==> config.mk <==
export PLATFORM = sky130hd
export DESIGN_NAME = columnar_transposition_block
export DESIGN_NICKNAME = d
export VERILOG_FILES = /design/src/rtl/ct_pkg.sv /design/src/rtl/ct_front.sv /design/src/rtl/ct_queue.sv /design/src/rtl/ct_back.sv /design/src/rtl/columnar_transposition_block.sv
export SDC_FILE = /design/constraint.sdc
export NUM_CORES = 1
export LEC_CHECK = 0
export BUFFER_PORTS_ARGS = -buffer_cell sky130_fd_sc_hd__buf_2
export CAP_MARGIN = 20
export CORE_MARGIN = 1
export CORE_UTILIZATION = 45
export DETAILED_ROUTE_END_ITERATION = 6
export GPL_ROUTABILITY_DRIVEN = 0
export PLACE_DENSITY = 0.62
export SLEW_MARGIN = 20
export SYNTH_ARGS = -nofsm -noshare
export SYNTH_HDL_FRONTEND = slang
export SYNTH_HIERARCHICAL = 1
export SYNTH_SLANG_ARGS = --single-unit
==> constraint.sdc <==
create_clock -name clk -period 9.3 [get_ports clk]
set_input_delay 0.93 -clock clk [delete_from_list [all_inputs] [get_ports clk]]
set_output_delay 0.93 -clock clk [all_outputs]
set_load 0.02 [all_outputs]
==> src/rtl/ct_pkg.sv <==
// ----------------------------------------------------------------------------
// ct_pkg
// Shared types and constants for the columnar transposition block.
// ----------------------------------------------------------------------------
package ct_pkg;

	localparam int unsigned BLOCK_BYTES_DEF = 64;
	localparam int unsigned CNT_W           = 7;   // holds a byte count up to 64
	localparam int unsigned COL_W           = 5;
	localparam int unsigned MAX_COLS        = 16;
	localparam logic [COL_W-1:0] COLS_RESET = 5'd5;
	localparam logic [7:0]  PAD_BYTE        = 8'h20;

	localparam logic MODE_ENC = 1'b0;
	localparam logic MODE_DEC = 1'b1;

	localparam logic REG_COLUMNS = 1'b0;
	localparam logic REG_MODE    = 1'b1;

	// One closed block waiting for the drain
	typedef struct packed {
		logic [CNT_W-1:0] n;
		logic [COL_W-1:0] cols;
		logic             mode;
		logic             ovf;
	} job_t;

endpackage

==> src/rtl/ct_front.sv <==
// ----------------------------------------------------------------------------
// ct_front
// Byte intake: capacity check, block store and job hand-off on the last byte.
// ----------------------------------------------------------------------------
module ct_front #(
	parameter int unsigned BLOCK_BYTES = ct_pkg::BLOCK_BYTES_DEF
) (
	input  logic                           clk,
	input  logic                           arst_n,
	input  logic                           accept,
	input  logic [7:0]                     data_byte,
	input  logic                           last_in,
	input  logic [ct_pkg::COL_W-1:0]       columns,
	input  logic                           mode,
	output logic                           push,
	output ct_pkg::job_t                   job,
	input  logic [$clog2(BLOCK_BYTES)-1:0] rd_addr,
	output logic [7:0]                     rd_data
);

	localparam int unsigned CW = ct_pkg::CNT_W;
	localparam int unsigned AW = $clog2(BLOCK_BYTES);

	logic [7:0]          mem [BLOCK_BYTES];
	logic [CW-1:0]       cnt_q;
	logic                drop_q;
	logic [CW-1:0]       cap_tbl [16];
	logic [ct_pkg::COL_W-1:0] cols_eff;
	logic [3:0]          cm1;
	logic [CW-1:0]       cap;
	logic [CW-1:0]       lim;
	logic                fits;
	logic [CW-1:0]       n_next;
	logic                enc_over;

	// largest multiple of the column count that fits the store
	for (genvar Col = 1; Col <= 16; Col++) begin : g_cap
		localparam int unsigned CapC = (BLOCK_BYTES / Col) * Col;
		assign cap_tbl[Col-1] = CW'(CapC);
	end

	always_comb begin
		if (columns == '0) begin
			cols_eff = ct_pkg::COL_W'(1);
		end else if (columns > ct_pkg::COL_W'(ct_pkg::MAX_COLS)) begin
			cols_eff = ct_pkg::COL_W'(ct_pkg::MAX_COLS);
		end else begin
			cols_eff = columns;
		end
		cm1      = 4'(cols_eff - ct_pkg::COL_W'(1));
		cap      = cap_tbl[cm1];
		lim      = (mode == ct_pkg::MODE_DEC) ? CW'(BLOCK_BYTES) : cap;
		fits     = cnt_q < lim;
		n_next   = fits ? cnt_q + CW'(1) : cnt_q;
		// columns may have shrunk the padded capacity mid-block
		enc_over = (mode == ct_pkg::MODE_ENC) && (n_next > cap);
		job.n    = enc_over ? cap : n_next;
		job.cols = cols_eff;
		job.mode = mode;
		job.ovf  = drop_q | ~fits | enc_over;
	end

	assign push = accept & last_in;

	always_ff @(posedge clk or negedge arst_n) begin
		if (!arst_n) begin
			cnt_q  <= '0;
			drop_q <= 1'b0;
		end else if (accept) begin
			if (last_in) begin
				cnt_q  <= '0;
				drop_q <= 1'b0;
			end else begin
				cnt_q  <= n_next;
				drop_q <= drop_q | ~fits;
			end
		end
	end

	always_ff @(posedge clk) begin
		if (accept && fits) begin
			mem[cnt_q[AW-1:0]] <= data_byte;
		end
		rd_data <= mem[rd_addr];
	end

endmodule

==> src/rtl/ct_queue.sv <==
// ----------------------------------------------------------------------------
// ct_queue
// Two-entry job queue between intake and drain.
// ----------------------------------------------------------------------------
module ct_queue (
	input  logic         clk,
	input  logic         arst_n,
	input  logic         push,
	input  ct_pkg::job_t job_in,
	input  logic         pop,
	output logic         valid,
	output ct_pkg::job_t job_out
);

	ct_pkg::job_t ent_q [2];
	logic         wr_ptr_q;
	logic         rd_ptr_q;
	logic [1:0]   count_q;
	logic         do_push;
	logic         do_pop;

	assign valid   = count_q != 2'd0;
	assign job_out = ent_q[rd_ptr_q];
	assign do_push = push && (count_q != 2'd2);
	assign do_pop  = pop && valid;

	always_ff @(posedge clk or negedge arst_n) begin
		if (!arst_n) begin
			wr_ptr_q <= 1'b0;
			rd_ptr_q <= 1'b0;
			count_q  <= 2'd0;
		end else begin
			if (do_push) wr_ptr_q <= ~wr_ptr_q;
			if (do_pop)  rd_ptr_q <= ~rd_ptr_q;
			count_q <= count_q + 2'(do_push) - 2'(do_pop);
		end
	end

	always_ff @(posedge clk) begin
		if (do_push) ent_q[wr_ptr_q] <= job_in;
	end

endmodule

==> src/rtl/ct_back.sv <==
// ----------------------------------------------------------------------------
// ct_back
// Drain sequencer: row count by restoring division, then strided store reads.
// ----------------------------------------------------------------------------
module ct_back #(
	parameter int unsigned BLOCK_BYTES = ct_pkg::BLOCK_BYTES_DEF
) (
	input  logic                           clk,
	input  logic                           arst_n,
	input  logic                           job_valid,
	input  ct_pkg::job_t                   job,
	output logic                           pop,
	output logic                           active,
	output logic [$clog2(BLOCK_BYTES)-1:0] rd_addr,
	input  logic [7:0]                     rd_data,
	output logic                           result_valid,
	output logic [7:0]                     out_byte,
	output logic                           last_out,
	output logic                           overflow
);

	localparam int unsigned CW = ct_pkg::CNT_W;
	localparam int unsigned AW = $clog2(BLOCK_BYTES);

	typedef enum logic [3:0] {
		ST_IDLE  = 4'b0001,
		ST_DIV   = 4'b0010,
		ST_PREP  = 4'b0100,
		ST_DRAIN = 4'b1000
	} state_t;

	state_t                   state_q;
	logic [CW-1:0]            n_q;
	logic [ct_pkg::COL_W-1:0] c_q;
	logic                     mode_q;
	logic                     ovf_q;
	logic [CW-1:0]            dvd_q;
	logic [CW-1:0]            quo_q;
	logic [3:0]               rem_q;
	logic [2:0]               step_q;
	logic [CW-1:0]            stride_q;
	logic [CW-1:0]            in_last_q;
	logic [CW-1:0]            out_last_q;
	logic [CW-1:0]            in_q;
	logic [CW-1:0]            out_q;
	logic [CW-1:0]            idx_q;
	logic                     valid_s1;
	logic                     pad_s1;
	logic                     last_s1;
	logic                     ovf_s1;

	logic [4:0]               trial;
	logic                     ge;
	logic [CW-1:0]            rows;
	logic                     in_wrap;
	logic                     drain_last;

	always_comb begin
		trial      = {rem_q, dvd_q[CW-1]};
		ge         = trial >= c_q;
		rows       = (mode_q == ct_pkg::MODE_DEC) ? quo_q : quo_q + CW'(rem_q != 4'd0);
		in_wrap    = in_q == in_last_q;
		drain_last = in_wrap && (out_q == out_last_q);
	end

	assign active  = state_q != ST_IDLE;
	assign pop     = (state_q == ST_IDLE) && job_valid;
	assign rd_addr = idx_q[AW-1:0];

	always_ff @(posedge clk or negedge arst_n) begin
		if (!arst_n) begin
			state_q  <= ST_IDLE;
			valid_s1 <= 1'b0;
		end else begin
			valid_s1 <= (state_q == ST_DRAIN);
			unique case (state_q)
				ST_IDLE: begin
					if (job_valid) state_q <= ST_DIV;
				end
				ST_DIV: begin
					if (step_q == 3'(CW - 1)) state_q <= ST_PREP;
				end
				ST_PREP: begin
					state_q <= (rows == '0) ? ST_IDLE : ST_DRAIN;
				end
				ST_DRAIN: begin
					if (drain_last) state_q <= ST_IDLE;
				end
				default: state_q <= ST_IDLE;
			endcase
		end
	end

	always_ff @(posedge clk) begin
		pad_s1  <= idx_q >= n_q;
		last_s1 <= drain_last;
		ovf_s1  <= ovf_q;
		unique case (state_q)
			ST_IDLE: begin
				n_q    <= job.n;
				c_q    <= job.cols;
				mode_q <= job.mode;
				ovf_q  <= job.ovf;
				dvd_q  <= job.n;
				quo_q  <= '0;
				rem_q  <= '0;
				step_q <= '0;
			end
			ST_DIV: begin
				rem_q  <= ge ? 4'(trial - c_q) : trial[3:0];
				quo_q  <= {quo_q[CW-2:0], ge};
				dvd_q  <= {dvd_q[CW-2:0], 1'b0};
				step_q <= step_q + 3'd1;
			end
			ST_PREP: begin
				// encrypt walks a column (stride columns), decrypt a row (stride rows)
				if (mode_q == ct_pkg::MODE_DEC) begin
					stride_q   <= rows;
					in_last_q  <= CW'(c_q) - CW'(1);
					out_last_q <= rows - CW'(1);
				end else begin
					stride_q   <= CW'(c_q);
					in_last_q  <= rows - CW'(1);
					out_last_q <= CW'(c_q) - CW'(1);
				end
				in_q  <= '0;
				out_q <= '0;
				idx_q <= '0;
			end
			ST_DRAIN: begin
				if (in_wrap) begin
					in_q  <= '0;
					out_q <= out_q + CW'(1);
					idx_q <= out_q + CW'(1);
				end else begin
					in_q  <= in_q + CW'(1);
					idx_q <= idx_q + stride_q;
				end
			end
			default: begin
				step_q <= '0;
			end
		endcase
	end

	assign result_valid = valid_s1;
	assign out_byte     = pad_s1 ? ct_pkg::PAD_BYTE : rd_data;
	assign last_out     = last_s1;
	assign overflow     = ovf_s1;

	a_strobe_follows_drain: assert property (@(posedge clk) disable iff (!arst_n)
		result_valid |-> $past(state_q == ST_DRAIN))
		else $error("result strobe without a drain read");

	a_addr_in_store: assert property (@(posedge clk) disable iff (!arst_n)
		(state_q == ST_DRAIN) |-> (idx_q < CW'(BLOCK_BYTES)))
		else $error("drain address beyond block store");

	a_dec_no_pad: assert property (@(posedge clk) disable iff (!arst_n)
		((state_q == ST_DRAIN) && (mode_q == ct_pkg::MODE_DEC)) |-> (idx_q < n_q))
		else $error("decrypt drain read a pad position");

endmodule

==> src/rtl/columnar_transposition_block.sv <==
// ----------------------------------------------------------------------------
// columnar_transposition_block
// Columnar transposition of byte blocks with APB configuration.
// ----------------------------------------------------------------------------
// Bytes are taken one per cycle (start high, busy low) until a byte with
// last_in closes the block. From the cycle after the closing byte busy stays
// high: first the row count is formed (a hand-off step, a seven-step
// restoring divider over the byte count and a set-up step), then the block
// drains at one byte per cycle, rows*columns bytes, limited by the single
// read port of the block store.
// Each byte appears for one cycle with result_valid and cannot be held off;
// it shows in the cycle after its store read. A block that yields no rows closes
// without results. Registers: columns at 0x0, mode at 0x4.
module columnar_transposition_block #(
	parameter int unsigned BLOCK_BYTES = ct_pkg::BLOCK_BYTES_DEF
) (
	input  logic        clk,
	input  logic        arst_n,
	input  logic        psel,
	input  logic        penable,
	input  logic        pwrite,
	input  logic [2:0]  paddr,
	input  logic [31:0] pwdata,
	output logic [31:0] prdata,
	output logic        pready,
	input  logic        start,
	output logic        busy,
	input  logic [7:0]  data_byte,
	input  logic        last_in,
	output logic        result_valid,
	output logic [7:0]  out_byte,
	output logic        last_out,
	output logic        overflow
);

	localparam int unsigned AW = $clog2(BLOCK_BYTES);

	logic [ct_pkg::COL_W-1:0] columns_q;
	logic                     mode_q;
	logic                     cfg_wr;
	logic                     accept;
	logic                     push;
	logic                     pop;
	logic                     job_valid;
	logic                     back_active;
	ct_pkg::job_t             job_in;
	ct_pkg::job_t             job_out;
	logic [AW-1:0]            rd_addr;
	logic [7:0]               rd_data;

	assign pready = 1'b1;
	assign cfg_wr = psel & penable & pwrite;

	always_ff @(posedge clk or negedge arst_n) begin
		if (!arst_n) begin
			columns_q <= ct_pkg::COLS_RESET;
			mode_q    <= ct_pkg::MODE_ENC;
		end else if (cfg_wr) begin
			unique case (paddr[2])
				ct_pkg::REG_COLUMNS: columns_q <= pwdata[ct_pkg::COL_W-1:0];
				ct_pkg::REG_MODE:    mode_q    <= pwdata[0];
				default:             mode_q    <= mode_q;
			endcase
		end
	end

	always_comb begin
		unique case (paddr[2])
			ct_pkg::REG_COLUMNS: prdata = 32'(columns_q);
			ct_pkg::REG_MODE:    prdata = 32'(mode_q);
			default:             prdata = '0;
		endcase
	end

	// the store is shared, so intake waits until the drain has read it out
	assign busy   = job_valid | back_active;
	assign accept = start & ~busy;

	ct_front #(.BLOCK_BYTES(BLOCK_BYTES)) u_front (
		.clk       (clk),
		.arst_n    (arst_n),
		.accept    (accept),
		.data_byte (data_byte),
		.last_in   (last_in),
		.columns   (columns_q),
		.mode      (mode_q),
		.push      (push),
		.job       (job_in),
		.rd_addr   (rd_addr),
		.rd_data   (rd_data)
	);

	ct_queue u_queue (
		.clk     (clk),
		.arst_n  (arst_n),
		.push    (push),
		.job_in  (job_in),
		.pop     (pop),
		.valid   (job_valid),
		.job_out (job_out)
	);

	ct_back #(.BLOCK_BYTES(BLOCK_BYTES)) u_back (
		.clk          (clk),
		.arst_n       (arst_n),
		.job_valid    (job_valid),
		.job          (job_out),
		.pop          (pop),
		.active       (back_active),
		.rd_addr      (rd_addr),
		.rd_data      (rd_data),
		.result_valid (result_valid),
		.out_byte     (out_byte),
		.last_out     (last_out),
		.overflow     (overflow)
	);

endmodule
== Word-level counts from Yosys, hierarchy flattened ==
Memories as Yosys holds them, arrays and structs flattened. A register that Yosys moved wholly into a read port is not among the register bits.
Cells that the tools add are included.
Operators by class
  $add $sub $neg: 12
  order comparisons: 6
  equality and inequality tests: 13
  multiplexer cells: 35
  bitwise operators: 14
  reduce and logical (&&, ||, !) cells: 17
Operator list (count)
  7-bit two-way mux: 12
  7-bit one-hot mux with 2 select lines: 5
  32-bit one-hot mux with 2 select lines: 1
  7-bit by 1-bit adder with 7-bit output (second input constant): 3
  4-bit two-way mux: 5
  4-bit one-hot mux with 4 select lines: 1
  5-bit two-way mux: 3
  7-bit equality test: 2
  8-bit two-way mux: 1
  4-bit one-hot mux with 2 select lines: 1
  7-bit by 1-bit adder with 7-bit output: 1
  7-bit adder: 1
  7-bit greater-or-equal comparator: 1
  7-bit greater-than comparator: 1
  7-bit zero test: 1
  7-bit less-than comparator: 1
  7-bit by 1-bit subtractor with 7-bit output (second input constant): 1
  1-bit logical AND: 6
  2-bit by 1-bit != test with 1-bit output (second input constant): 3
  1-bit inverter: 6
  3-bit one-hot mux with 2 select lines: 1
  2-bit AND reduction: 3
  2-bit nonzero test: 3
  5-bit by 1-bit subtractor with 6-bit output (second input constant): 1
  23 further kinds: 33
Storage, ports and cells
  flip-flop bits (word level): 103
  memory bits (writable): 540
  memory bits (read-only): 112
  bits of input ports: 50
  output and inout port bits: 45
  logic and storage cells: 127
  memories: 3
Memories
  u_front.mem: words 64, bits a word 8, rd ports 1, clocked after Yosys merged registers in 1, write ports 1, RTL line ct_front.sv:24  | logic [7:0] mem [BLOCK_BYTES];
  (no name shown): words 16, bits a word 7, rd ports 1, clocked after Yosys merged registers in 0, write ports 0, RTL line ct_front.sv:51  | cap = cap_tbl[cm1];
  u_queue.ent_q: words 2, bits a word 14, rd ports 1, clocked after Yosys merged registers in 0, write ports 1, RTL line ct_queue.sv:15  | ct_pkg::job_t ent_q [2];

== Logic depth before layout (Yosys ltp) ==
  word-level depth: 14
  depth in mapped cells: 25
  gate-level depth less buffers: 23

== Modules after synthesis ==
Netlist, hierarchy kept.
By module, submodules not included
  ct_front: instances 1, cells each 1098, area each 21296.7 um^2
  ct_back: instances 1, cells each 398, area each 4638.2 um^2
  ct_queue: instances 1, cells each 67, area each 1233.7 um^2
  columnar_transposition_block: instances 1, cells each 52, area each 528.0 um^2

== Worst setup path before layout ==
OpenSTA, ideal clock, no wires.
  kind: flip-flop to flip-flop
  start point: register columns_q[1] in the netlist's numbering
  end point: memory u_queue/ent_q[0][9] in the netlist's numbering, data pin
  library setup time: 0.281 ns
  arrival: 4.792 ns
  data required time: 9.019 ns
  slack: 4.228 ns
  stages on the path, launching flop included: 26
  path buffers: 2
  cell sequence: dfrtp_1 -> nor3_1 -> nor2_1 -> nor2_1 -> inv_1 -> ha_1 -> ha_1 -> nor2b_1 -> o21ai_0 -> o31a_1 -> nor2b_1 -> or2_2 -> ha_1 -> a21oi_1 -> o21ai_0 -> clkbuf_1 -> or2_2 -> or3_1 -> nand2_1 -> ha_1 -> and4_1 -> a41o_1 -> a31o_2 -> clkbuf_1 -> a21oi_1 -> a31oi_1
RTL lines
  from (decl): RTL line columnar_transposition_block.sv:38  | logic [ct_pkg::COL_W-1:0] columns_q;
  from (signal assigned): RTL line columnar_transposition_block.sv:56  | columns_q <= ct_pkg::COLS_RESET;
  from (signal assigned): RTL line columnar_transposition_block.sv:60  | ct_pkg::REG_COLUMNS: columns_q <= pwdata[ct_pkg::COL_W-1:0];
  to (decl): RTL line ct_queue.sv:15

==> run summary <==
Total GRT Usage = 18.5%
Via density = 5.71
TritonCTS Sinks = 651
CP Launch Type = flip-flop
setup bufs post-CTS = 0
WHS = 329 ps
FILL cells = 4,916
Detailed Route Iter0 Violations = 1,223
R2R Setup Slk = 3510 ps
Starting Density = 45.7%
setup violators final = 0
synthesis-stage register bit count = 651
DR vias = 14,300
leading cell types in the layout, fill and taps excluded = edfxtp_1 (617), mux4_2 (128), nor2_1 (125), clkbuf_16 (72), nand2_1 (69)
clk_skew = 12.6 ps
worst-path fanout max = 25
RSZ-0062 raised after global routing = no
run status = finished, violations left
share of synthesized registers carrying an async set or reset = 3.53%
post-synthesis sequential area ratio = 69.8%
share of cells above drive strength 1 = 19.1%
Reg area = 19,300 um2
max-slew violation count = 0
Crit Reg-Reg Endpoint = u_queue/ent_q[0][12]
Synth Area per Inst = 17.1 um2
routed length per instance = 23.1 um
Cell Rows = 90
R2R cell count = 22
post_cts resized = 0
Ys Warns = 6
Die X = 250 um
IO Pins = 95
Die Area = 62,500 um2
First-pass DRT Iterations = 7
Unique masters post-synth = 79
pwr dens = 242 nW/um2
area of the multi-input gates = 7730 um2
WP data required = 9620 ps
cts bufs inserted = 68
synthesis-to-finish area growth = 10.8%
Main synth FF type = edfxtp_1
commonest non-fill, non-tap cell in the layout = edfxtp_1
maximum number of pins on one net before global-route repair = 94
worst reg2reg path startpoint = columns_q[1]
LEAKAGE = 0.0106 uW
Max IR drop VDD = 0.129 mV
Hold-fix buffers, CTS = 0
initial antenna violation count = 0
Max Cap Viol = 0
Hold Fails Final Rpt = 0
final period utilization = 62.2%
CTS tree = yes
final WL = 57,600 um
CP Capture Type = flip-flop
worst skew pair latency = 600 ps
CP Class = flip-flop to flip-flop
CTS H-tree lvls = 3
antenna-violating nets left = 0
Die Y = 250 um
synthesized area = 27,700 um2
Cells after Synth = 1,615
CP arrival = 6110 ps
total core area = 60,600 um2
Slew headroom = 36.1%
DRC = 2
EDFF count, synth = 617
# diodes = 0
port buffer count = 37
slew at the pin closest to its max-slew limit = 954 ps
Clock Root Buffer = clkbuf_16
HPWL after DPL = 35,300 um
failing checks = DRC
vias in the first global route = 14,100
CTS clock-pin slew for the worst setup and hold paths = 60 ps
first-pass GRT wire length = 86,300 um
Tmin final = 5790 ps
fmax = 173 MHz
Final #Nets = 1,759
Hold WC Path Type = primary input to asynchronous set/reset pin
total grt overflow = 0
clk buf depth = 3
setup_tns = 0 ps
through the flow:
stage / total power, uW / std cells / utilization (%) / instance area, um2 / setup WS [ps]
finish: 7440 / 2495 / 50.7 / 30700 / 3510
global route: 7780 / 2495 / 50.7 / 30700 / 3030
CTS: 7500 / 2495 / 50.7 / 30700 / 3410
detailed placement: 4870 / 2372 / 47.1 / 28500 / 3430
global placement: 4830 / 2372 / 47.1 / 28500 / 3530
floorplan: 4540 / 1641 / - / 27800 / 4230
how the worst max path moves through the flow:
stage | from | to | cells past startpoint
after global routing | columns_q[1] | u_queue/ent_q[0][11] | 22
after detailed placement | columns_q[1] | u_queue/ent_q[1][11] | 23
after CTS | columns_q[1] | u_queue/ent_q[0][11] | 23
after floorplan | columns_q[1] | u_queue/ent_q[0][9] | 25
after global placement | columns_q[1] | u_queue/ent_q[0][11] | 23
final | columns_q[1] | u_queue/ent_q[0][12] | 22
layout make-up:
class,instances,share of cell area (%)
Sequential cell,651,63.0
Multi-Input combinational cell,842,25.2
Clock buffer,91,6.17
Tap cell,782,3.19
Timing Repair Buffer,54,1.08
Clock inverter,32,0.893
Inverter,43,0.526
kinds of logic (layout without fill, tap and decap cells):
family                     Yosys count  count (layout)  synth area share [%]
other                                2              28                0.0271
muxes                              198             198                  13.0
xor gates and xnor gates            49              49                  1.55
and+or+nand+nor                    360             360                  6.68
buffers and inverters              148             220                  2.76
adders and majority gates           49              49                  2.27
DFF                                651             651                  69.8
AOI/OAI and AO/OA                  158             158                  3.90
per-layer routing:
metal | vias up | wire length, um | global-route usage (%)
met5 | - | 0 | 0
met4 | 0 | 1340 | 5.99
met3 | 105 | 3900 | 4.26
met2 | 435 | 27000 | 28.5
met1 | 7335 | 25400 | 26.2
li1 | 6382 | - | -
state kept, by name (all words and copies together) (netlist names), 2 cells and up:
| register | count |
|---|---|
| u_back/state_q | 4 |
| u_front/mem | 512 |
| u_back/quo_q | 7 |
| u_back/n_q | 7 |
| u_back/stride_q | 7 |
| u_queue/count_q | 2 |
| u_front/rd_data | 8 |
| u_back/in_q | 7 |
| u_back/step_q | 3 |
| u_back/out_q | 7 |
| u_back/in_last_q | 7 |
| u_front/cnt_q | 7 |
| u_queue/ent_q | 28 |
| columns_q | 5 |
| u_back/idx_q | 7 |
| u_back/rem_q | 4 |
| u_back/dvd_q | 7 |
| u_back/out_last_q | 7 |
| u_back/c_q | 5 |
Yosys cell counts, drive strengths merged (17+ instances only):
library cell    n  area share (%)
mux4          128              10
inv            42            0.57
edfxtp        617              67
o21ai          37            0.67
a22oi          23            0.62
clkbuf         29            0.39
xnor2          29            0.92
ha             47             2.1
a21oi          23            0.42
xor2           20            0.63
nor2b          25            0.56
o22ai          17            0.43
dfrtp          20             1.8
mux2i          48             1.7
nand3          29            0.52
mux2           22            0.89
buf            76             1.8
nor2          127             1.7
nand2          69            0.94
power breakdown:
part | switching (uW) | internal [uW] | leakage (uW) | total (uW)
clock network | 1100 | 1530 | 0.00106 | 2630
registers | 150 | 3440 | 0.00596 | 3590
logic | 763 | 463 | 0.00355 | 1230
total | 2020 | 5430 | 0.0106 | 7440
critical path, cell delays in order, from the launching register on:
cell and delay, ps:
dfrtp_1 450, nor3_1 270, nor2_1 60, nor2_1 260, inv_1 140, ha_1 210, ha_1 360, nor2b_1 180
nand2_1 140, nand2_1 100, or2_2 280, ha_1 280, nand2_1 60, a2111oi_2 330, o31a_1 680, o21ai_0 280
nand2_1 120, ha_1 240, and4_1 190, a41o_1 230, a31o_2 310, a21oi_1 250, a31oi_1 100
Note: power is estimated with default switching activity, not from simulation.
